===== src/hdl/rau_pkg.sv =====
// ---------------------------------------------------------------------------
// rau_pkg
// Shared constants and operation codes for the rational arithmetic unit.
// ---------------------------------------------------------------------------
package rau_pkg;
  localparam int OPERAND_WIDTH_DEF = 16;
  localparam int NUM_W = 33;
  localparam int DEN_W = 32;
  localparam int KIND_W = 4;

  typedef enum logic [KIND_W-1:0] {
    OP_ADD = 4'd0, OP_SUB = 4'd1, OP_MUL = 4'd2, OP_DIV = 4'd3,
    OP_REDUCE = 4'd4, OP_IS_RED = 4'd5, OP_COMMON = 4'd6, OP_SIGN = 4'd7,
    OP_CMP = 4'd8
  } op_t;
endpackage


===== src/hdl/rau_divider.sv =====
// ---------------------------------------------------------------------------
// rau_divider
// Restoring divider, one quotient bit per cycle; used for gcd steps and for
// the final division of numerator and denominator by the gcd.
// ---------------------------------------------------------------------------
module rau_divider #(
  parameter int W = 66
) (
  input  logic         clk,
  input  logic         rst,
  input  logic         go,
  input  logic [W-1:0] dividend,
  input  logic [W-1:0] divisor,
  output logic         done,
  output logic [W-1:0] quot,
  output logic [W-1:0] rem
);
  localparam int CW = $clog2(W + 1);
  logic [CW-1:0] cnt;
  logic busy;
  logic [W-1:0] q, d;
  logic [W:0] r;
  logic [W:0] trial;

  assign trial = {r[W-1:0], q[W-1]} - {1'b0, d};

  always_ff @(posedge clk) begin
    if (rst) begin
      busy <= 1'b0;
      done <= 1'b0;
      cnt  <= '0;
    end else begin
      done <= 1'b0;
      if (go) begin
        busy <= 1'b1;
        cnt  <= CW'(W);
        q    <= dividend;
        d    <= divisor;
        r    <= '0;
      end else if (busy) begin
        if (trial[W]) begin
          r <= {r[W-1:0], q[W-1]};
          q <= {q[W-2:0], 1'b0};
        end else begin
          r <= trial;
          q <= {q[W-2:0], 1'b1};
        end
        cnt <= cnt - 1'b1;
        if (cnt == CW'(1)) begin
          busy <= 1'b0;
          done <= 1'b1;
        end
      end
    end
  end

  assign quot = q;
  assign rem  = r[W-1:0];
endmodule


===== src/hdl/rational_arithmetic_unit.sv =====
// ---------------------------------------------------------------------------
// rational_arithmetic_unit
// Exact add, sub, mul, div, reduce, lowest-terms test, common denominator,
// sign and compare on two signed fractions.
// ---------------------------------------------------------------------------
// channel   signals                                   direction
// command   start, busy, kind, num_a..den_b            in (busy out)
// result    done, res_num, res_den, second_num,        out
//           second_den, verdict, error
//
// Arithmetic and reduce items are timed by the single shared bit-serial
// divider (gcd remainder steps, then one division each for numerator and
// denominator); the lowest-terms test skips the two final divisions. Common
// denominator, sign and compare do not use the divider, and a rejected item
// goes straight to the output state. rst clears the sequencer.
// The result strobe lasts one cycle; the receiver cannot stall.
module rational_arithmetic_unit
  import rau_pkg::*;
#(
  parameter int OPERAND_WIDTH = rau_pkg::OPERAND_WIDTH_DEF
) (
  input  logic                               clk,
  input  logic                               rst,
  input  logic                               start,
  output logic                               busy,
  input  logic [rau_pkg::KIND_W-1:0]          kind,
  input  logic signed [15:0]                 num_a,
  input  logic signed [15:0]                 den_a,
  input  logic signed [15:0]                 num_b,
  input  logic signed [15:0]                 den_b,
  output logic                               done,
  output logic signed [rau_pkg::NUM_W-1:0]   res_num,
  output logic signed [rau_pkg::DEN_W-1:0]   res_den,
  output logic signed [rau_pkg::NUM_W-1:0]   second_num,
  output logic signed [rau_pkg::DEN_W-1:0]   second_den,
  output logic signed [1:0]                  verdict,
  output logic                               error
);
  localparam int OW = OPERAND_WIDTH;
  localparam int PW = 2 * OW;      // product width
  localparam int MW = PW + 2;      // magnitude width incl. add carry
  localparam int FW = MW;

  typedef enum logic [2:0] {
    S_IDLE, S_MUL, S_SUM, S_GCD, S_DIVN, S_DIVD, S_OUT
  } state_t;
  state_t state;

  logic [KIND_W-1:0] k;
  logic signed [OW-1:0] an, ad, bn, bd;
  logic signed [PW-1:0] p1, p2, p3;   // an*bd or an*bn, bn*ad, ad*bd or ad*bn
  logic neg_n, neg_d;
  logic [MW-1:0] nmag, dmag, gb;
  logic signed [OW-1:0] sa, sb; // shared multiplier operands
  logic signed [PW-1:0] prod;
  logic [1:0] mstep;
  logic dgo, ddone;
  logic [FW-1:0] dq, dr, dnd, dvs;
  logic [FW-1:0] qn;

  logic signed [OW-1:0] xa, xad, xb, xbd;
  assign xa  = OW'(num_a);
  assign xad = OW'(den_a);
  assign xb  = OW'(num_b);
  assign xbd = OW'(den_b);

  assign prod = PW'(sa) * PW'(sb);

  rau_divider #(.W(FW)) u_div (
    .clk(clk), .rst(rst), .go(dgo), .dividend(dnd), .divisor(dvs),
    .done(ddone), .quot(dq), .rem(dr)
  );

  function automatic logic [MW-1:0] mag(input logic signed [PW-1:0] v);
    logic signed [MW-1:0] e;
    e = MW'(v);
    return (v < 0) ? MW'(-e) : MW'(e);
  endfunction

  logic [MW-1:0] pm, qm;
  logic pn, qneg;
  always_comb begin
    pm = mag(p1);
    qm = mag(p2);
    pn = p1 < 0;
    qneg = (p2 < 0) != (k == KIND_W'(OP_SUB));
  end

  assign busy = (state != S_IDLE);

  always_ff @(posedge clk) begin
    if (rst) begin
      state <= S_IDLE;
      done  <= 1'b0;
      dgo   <= 1'b0;
    end else begin
      done <= 1'b0;
      dgo  <= 1'b0;
      unique case (state)
        S_IDLE: begin
          if (start) begin
            k <= kind; an <= xa; ad <= xad; bn <= xb; bd <= xbd;
            res_num <= '0; res_den <= '0; second_num <= '0; second_den <= '0;
            verdict <= '0; error <= 1'b0;
            mstep <= '0;
            if (kind > KIND_W'(OP_CMP) || xad == 0 ||
                (!(kind == KIND_W'(OP_REDUCE) || kind == KIND_W'(OP_IS_RED) ||
                   kind == KIND_W'(OP_SIGN)) && xbd == 0) ||
                (kind == KIND_W'(OP_DIV) && xb == 0)) begin
              error <= 1'b1;
              state <= S_OUT;
            end else begin
              state <= S_MUL;
            end
            // first multiply operands
            sa <= xa;
            sb <= (kind == KIND_W'(OP_MUL)) ? xb : xbd;
          end
        end
        // three products through the one multiplier
        S_MUL: begin
          mstep <= mstep + 1'b1;
          unique case (mstep)
            2'd0: begin
              p1 <= prod; sa <= bn;
              sb <= ad;
            end
            2'd1: begin
              p2 <= prod; sa <= ad;
              sb <= (k == KIND_W'(OP_DIV)) ? bn : bd;
            end
            default: begin
              p3 <= prod;
              state <= S_SUM;
            end
          endcase
        end
        S_SUM: begin
          state <= S_OUT;
          unique case (k)
            KIND_W'(OP_ADD), KIND_W'(OP_SUB): begin
              if (pn == qneg) begin
                neg_n <= pn; nmag <= pm + qm;
              end else if (pm >= qm) begin
                neg_n <= pn; nmag <= pm - qm;
              end else begin
                neg_n <= qneg; nmag <= qm - pm;
              end
              neg_d <= p3 < 0; dmag <= mag(p3);
              state <= S_GCD;
            end
            KIND_W'(OP_MUL): begin
              neg_n <= p1 < 0; nmag <= pm; neg_d <= p3 < 0; dmag <= mag(p3);
              state <= S_GCD;
            end
            KIND_W'(OP_DIV): begin
              neg_n <= p1 < 0; nmag <= pm; neg_d <= p3 < 0; dmag <= mag(p3);
              state <= S_GCD;
            end
            KIND_W'(OP_REDUCE), KIND_W'(OP_IS_RED): begin
              neg_n <= an < 0; nmag <= mag(PW'(an));
              neg_d <= ad < 0; dmag <= mag(PW'(ad));
              state <= S_GCD;
            end
            KIND_W'(OP_COMMON): begin
              res_num    <= NUM_W'(p1);
              second_num <= NUM_W'(p2);
              res_den    <= DEN_W'(p3);
              second_den <= DEN_W'(p3);
            end
            KIND_W'(OP_SIGN): begin
              if (an != 0) verdict <= ((an < 0) == (ad < 0)) ? 2'sd1 : -2'sd1;
            end
            default: begin
              // compare: sign of (an*bd - bn*ad) times sign of ad*bd
              if (p1 == p2) verdict <= 2'sd0;
              else verdict <= (((p1 > p2) ? 1'b1 : 1'b0) ^ (p3 < 0)) ?
                              2'sd1 : -2'sd1;
            end
          endcase
          gb <= '0;
          mstep <= '0;
        end
        // gcd by repeated remainder on the shared divider
        S_GCD: begin
          if (mstep == 2'd0) begin
            gb <= dmag; mstep <= 2'd1;
            dnd <= FW'(nmag); dvs <= FW'(dmag); dgo <= 1'b1;
          end else if (ddone) begin
            if (dr == '0) begin
              // gcd is the last divisor, now in gb
              if (k == KIND_W'(OP_IS_RED)) begin
                verdict <= (gb == MW'(1)) ? 2'sd1 : 2'sd0;
                state <= S_OUT;
              end else begin
                dnd <= FW'(nmag); dvs <= FW'(gb); dgo <= 1'b1;
                state <= S_DIVN;
              end
            end else begin
              gb <= MW'(dr);
              dnd <= FW'(gb); dvs <= dr; dgo <= 1'b1;
            end
          end
        end
        S_DIVN: begin
          if (ddone) begin
            qn <= dq;
            dnd <= FW'(dmag); dvs <= FW'(gb); dgo <= 1'b1;
            state <= S_DIVD;
          end
        end
        S_DIVD: begin
          if (ddone) begin
            res_num <= ((neg_n != neg_d) && qn != '0) ? NUM_W'(-qn) : NUM_W'(qn);
            res_den <= DEN_W'(dq);
            state <= S_OUT;
          end
        end
        default: begin
          done  <= 1'b1;
          state <= S_IDLE;
        end
      endcase
    end
  end
endmodule


===== config.mk =====
export PLATFORM = sky130hd
export DESIGN_NAME = rational_arithmetic_unit
export DESIGN_NICKNAME = d
export VERILOG_FILES = /design/src/hdl/rau_pkg.sv /design/src/hdl/rau_divider.sv /design/src/hdl/rational_arithmetic_unit.sv
export SDC_FILE = /design/constraint.sdc
export NUM_CORES = 2
export LEC_CHECK = 0
export ABC_AREA = 1
export BUFFER_PORTS_ARGS = -buffer_cell sky130_fd_sc_hd__buf_2
export CAP_MARGIN = 20
export CORE_MARGIN = 2
export CORE_UTILIZATION = 50
export DETAILED_ROUTE_END_ITERATION = 10
export PLACE_DENSITY = 0.74
export SYNTH_ARGS = -nofsm -noshare
export SYNTH_HDL_FRONTEND = slang
export SYNTH_SLANG_ARGS = --single-unit
export TNS_END_PERCENT = 10

===== constraint.sdc =====
create_clock -name clk -period 10.2 [get_ports clk]
set_input_delay 2.04 -clock clk [delete_from_list [all_inputs] [get_ports clk]]
set_output_delay 2.04 -clock clk [all_outputs]
set_load 0.01 [all_outputs]

After elaboration in Yosys (flattened, before gate mapping)
Index checks and enable logic that the tools add are counted.

word-level totals
  flip-flop bits (word level) = 652
  latch bits = 0
  bits in writable memories = 0
  memory bits (read-only) = 0
  input bits = 71
  output and inout port bits = 135
  logic and storage cells = 251
  memories = 0

cells by class
  add/sub/neg operators = 12
  multiply operators = 1
  divide/modulo/power cells = 0
  $lt $le $gt $ge = 8
  eq/ne operators = 41
  shift-type cells = 0
  muxes and demuxes = 94
  bitwise operators = 4
  reduce and logical (&&, ||, !) cells = 56

operator list
  cell                                                                    number
  34-bit 2-to-1 mux                                                       24
  34-bit case mux with 2 select lines                                     4
  33-bit 2-to-1 mux                                                       5
  16-bit case mux with 2 select lines                                     4
  32-bit negation with 34-bit output                                      3
  34-bit case mux with 3 select lines                                     1
  33-bit case mux with 3 select lines                                     1
  32-bit logical NOT                                                      3
  32-bit by 1-bit < comparator with 1-bit output (second input constant)  3
  32-bit 2-to-1 mux                                                       3
  32-bit case mux with 3 select lines                                     1
  16-bit negation with 34-bit output                                      2
  34-bit subtractor                                                       2
  33-bit case mux with 2 select lines                                     1
  16-bit 2-to-1 mux                                                       4
  32-bit case mux with 2 select lines                                     1
  35-bit by 34-bit subtractor with 35-bit output                          1
  34-bit adder                                                            1
  34-bit by 1-bit == test with 1-bit output (second input constant)       1
  34-bit greater-or-equal comparator                                      1
  34-bit logical NOT                                                      1
  34-bit nonzero test                                                     1
  33-bit negation                                                         1
  32-bit == test                                                          1
  54 further kinds                                                        146

Logic depth before layout (Yosys ltp)
  depth in word-level cells = 10
  mapped depth = 30
  depth with buffers taken out = 29

Modules after synthesis
A second synthesis with hierarchy kept.

unflattened totals
  cells, all modules = 6593
  area, all modules = 51628.3 µm²

by module, submodules not included
  module                    instances  cells an instance  area each (µm²)  sequential area each (µm²)
  rational_arithmetic_unit  1          5655               44566.5          16195.5
  rau_divider               1          938                7061.8           3223.1

Worst setup path after synthesis
No wires, ideal clock.

  path type = input to register
  start point = in rst
  end point = reg res_den[0] (netlist bit) (enable)
  library setup time = 585 ps
  arrival time = 7224 ps
  slack = 2392 ps
  stages = 5
  cells stage by stage = inv_1 > nand2_1 > inv_1 > o21ai_0 > a211oi_1

on the way
  word-level cells in the longest chain between the ends = 2

RTL lines
  item                                  RTL line                         text
  start, declared                       rational_arithmetic_unit.sv:23   input logic rst,
  1-bit inverter (no source line)       --
  5-bit AND reduction (no source line)  --
  end signal, assigned                  rational_arithmetic_unit.sv:168  res_den <= DEN_W'(p3);
  end signal, assigned                  rational_arithmetic_unit.sv:215  res_den <= DEN_W'(dq);
  end, declared                         rational_arithmetic_unit.sv:33   output logic signed [rau_pkg::DEN_W-1:0] res_den,

Every way passes these cells.
A chain may end at the register's enable or synchronous reset.

Worst setup path in the final report
  start point = reg sb[1]
  end point = reg p3[25], data pin

on the way
  word-level cells in the longest chain between the ends = 1

RTL lines
  item                                            RTL line                         text
  start, declared                                 rational_arithmetic_unit.sv:54   logic signed [OW-1:0] sa, sb;
  start signal, assigned                          rational_arithmetic_unit.sv:117  sb <= (kind == KIND_W'(OP_MUL)) ? xb : xbd;
  start signal, assigned                          rational_arithmetic_unit.sv:130  sb <= (k == KIND_W'(OP_DIV)) ? bn : bd;
  16-bit by 16-bit multiplier with 32-bit output  rational_arithmetic_unit.sv:67   assign prod = PW'(sa) * PW'(sb);
  net prod[25]                                    rational_arithmetic_unit.sv:55   logic signed [PW-1:0] prod;
  end signal, assigned                            rational_arithmetic_unit.sv:133  p3 <= prod;
  end, declared                                   rational_arithmetic_unit.sv:51   logic signed [PW-1:0] p1, p2, p3;

The timed path passes the listed nets, and every way through them passes these cells.

==> impl_results.md <==
- Most common cell on crit path: fa_1
- Highest-count cells in the layout ignoring fill and taps: nand2_1 (1698), inv_1 (1206), edfxtp_1 (638)
- Num ports: 206
- CTS tree: yes
- Final min period: 6.87 ns
- Post-Synthesis Cell Area: 51300 µm²
- Gr usage total: 32.8%
- Starting Density: 50.4%
- Multiplexer area fraction after synthesis: 0%
- Vert. Die Dim: 324 µm
- Vias per std cell: 5.63
- CP max stage delay: 0.91 ns
- Compound-Gate Fraction of Synth Area: 9.18%
- Worst setup SP type: register
- Post-Syn Area per Cell: 7.97 µm²
- Final period utilization: 67.4%
- Gpl congestion: 1.05
- H-tree Lvls: 3
- Core area: 102000 µm²
- Share of cells above drive strength 1: 7.47%
- Initial DRC Count: 6251
- Clock Skew: 0.0372 ns
- Crit-path slowest cell: fa_1
- Slew headroom: 20.5%
- WS Path Type: reg -> reg
- Drt drc: 0
- Layout area overhead: 8.73%
- Fraction of registers with async set/reset: 0%
- Die Area: 105000 µm²
- Cell row count: 117
- Number of fill cells: 9505
- CTS resizes: 0
- First-pass GRT wire length: 262 mm
- CP startpoint: sb[1]
- # clock sinks: 651
- First-pass DRT Iterations: 8
- Post-CTS Setup Bufs: 0
- Adder-cell area share of the yosys netlist: 16.6%
- Crit Path Max Fanout: 16
- Number of flops mapped to enable cells by yosys: 638
- Die W: 324 µm
- CP Cell Sequence: nand2_1 > inv_1 > fa_1 > fa_1 > fa_1 > fa_1 > fa_1 > inv_1 > fa_1 > inv_1 > ha_1 > nand2_1 > nor3_1 > nand2_1 > o211ai_1 > xor2_1
- Post-synthesis instance total: 6442
- Slew @ Worst Pin: 1.19 ns
- WL final: 177 mm
- Vias in the first global route: 41890
- Max Cap Viol: 0
- Nets: 7154
- Worst-path clk slew: 0.06 ns
- Drt wl/cell: 22.1 µm
- CP required: 10.54 ns
- Root Driver: clkbuf_16
- # setup viols final: 0
- Later-pin clock latency in the skew report: 0.63 ns
- Unrepaired setup endpoints after global routing: false
- # hold bufs at CTS: 0
- Clk buf depth: 3
- Largest family of logic cells by synthesized area: simple AND/OR/NAND/NOR gates
- Synth warn: 0
- Post-Synth XOR/XNOR Area: 2.98%
- Max Freq: 146 MHz
- Setup TNS: 0 ns
- Hold_sp: dvs[15]
- Grt ovf: 0
- Via count: 44923
- Synthesized-area fraction occupied by and/or/nand/nor cells: 22.4%
- Flops & latches, synth: 651
- I/O Buffers: 205
- Final hold vios: 0
- Commonest non-fill, non-tap cell in the layout: nand2_1
- Sequential area share after synthesis: 37.8%
- Non-filler cells, final: 7981
- Unique masters post-synth: 65
- CP Capture Type: register
- WP data arrival: 7.21 ns
- Final HPWL DP: 140 mm
- Placed Instances: 7856
- Most used DFF post-synth: edfxtp_1
- Hold Path Class: reg -> reg
- Largest net degree at the start of global routing: 94
- Post-route ant nets: 0
- FF-to-FF Start: sb[1]
- Cts bufs inserted: 67
- Initial antenna violation count: 8
- Final Max Slew Viols: 0
- Outcome: finished clean
==> kinds of logic (layout without fill, tap and decap cells) <==
kind of cell	after synthesis	count (layout)
adders and majority gates	523	523
buffers and inverters	1452	1613
xor gates and xnor gates	174	174
and+or+nand+nor	2774	2774
other	2	12
AOI/OAI and AO/OA	866	866
DFF	651	651
==> critical path: cells and delay by family, from the launching register on <==
kind,cells,cell delay (ns)
buffers and inverters,3,0.26
XOR/XNOR,1,0.49
AO/OA/AOI/OAI,1,0.36
adder cells (fa/ha/maj),7,3.89
AND/OR/NAND/NOR,4,0.79
flip-flops,1,0.77
==> per-layer routing <==
metal / vias to the layer above / GRT usage [%] / wire [µm]
li1: 20651 / - / -
met1: 21288 / 47.1 / 73100
met2: 2646 / 50.1 / 77100
met3: 334 / 5.74 / 19500
met4: 4 / 11.7 / 6880
met5: - / 0 / 21
==> cells in the mapped netlist, drive strengths merged, types with 61 or more instances <==
| cell type | instances | area (µm²) |
|---|---|---|
| a21oi | 268 | 1370 |
| buf | 61 | 417 |
| clkbuf | 153 | 577 |
| edfxtp | 638 | 19200 |
| fa | 266 | 5330 |
| ha | 257 | 3220 |
| inv | 1233 | 4630 |
| nand2 | 1723 | 6550 |
| nand3 | 240 | 1290 |
| nand4 | 66 | 428 |
| nor2 | 588 | 2290 |
| nor3 | 87 | 460 |
| o21ai | 432 | 2160 |
| o22ai | 61 | 382 |
| xor2 | 146 | 1290 |
==> per-stage QoR <==
step	setup slack, ns	hold slack [ns]	instance area (µm²)	util [%]
final	3.33	0.419	55800	54.8
after global routing	3.09	0.428	55800	54.8
after CTS	3.39	0.420	55800	54.7
after detailed placement	3.45	0.405	53600	52.6
after global placement	3.53	0.401	53600	52.6
after floorplan	2.39	0.400	51400	-
==> final cells by class <==
| type | instances | area, µm² | area share, % |
|---|---|---|---|
| multi-input combinational | 4347 | 26400 | 47.3 |
| sequential | 651 | 19400 | 34.8 |
| inverter | 1238 | 4650 | 8.34 |
| clock buffer | 79 | 1760 | 3.16 |
| tap | 1368 | 1710 | 3.07 |
| timing repair buffer | 255 | 1440 | 2.57 |
| clock inverter | 41 | 422 | 0.755 |
| antenna | 2 | 5.00 | 0.00896 |
==> path summary, 6_finish.rpt <==
check,slack [ns],depth (start not counted),end
min,0.42,0,u_div.d[15]
max reg2reg,3.33,16,p3[25]
min reg2reg,0.42,0,u_div.d[15]
max,3.33,16,p3[25]
Power is left out: the tool's default activity adds up to more than one toggle a clock period on the data nets, which glitch-free logic cannot reach.
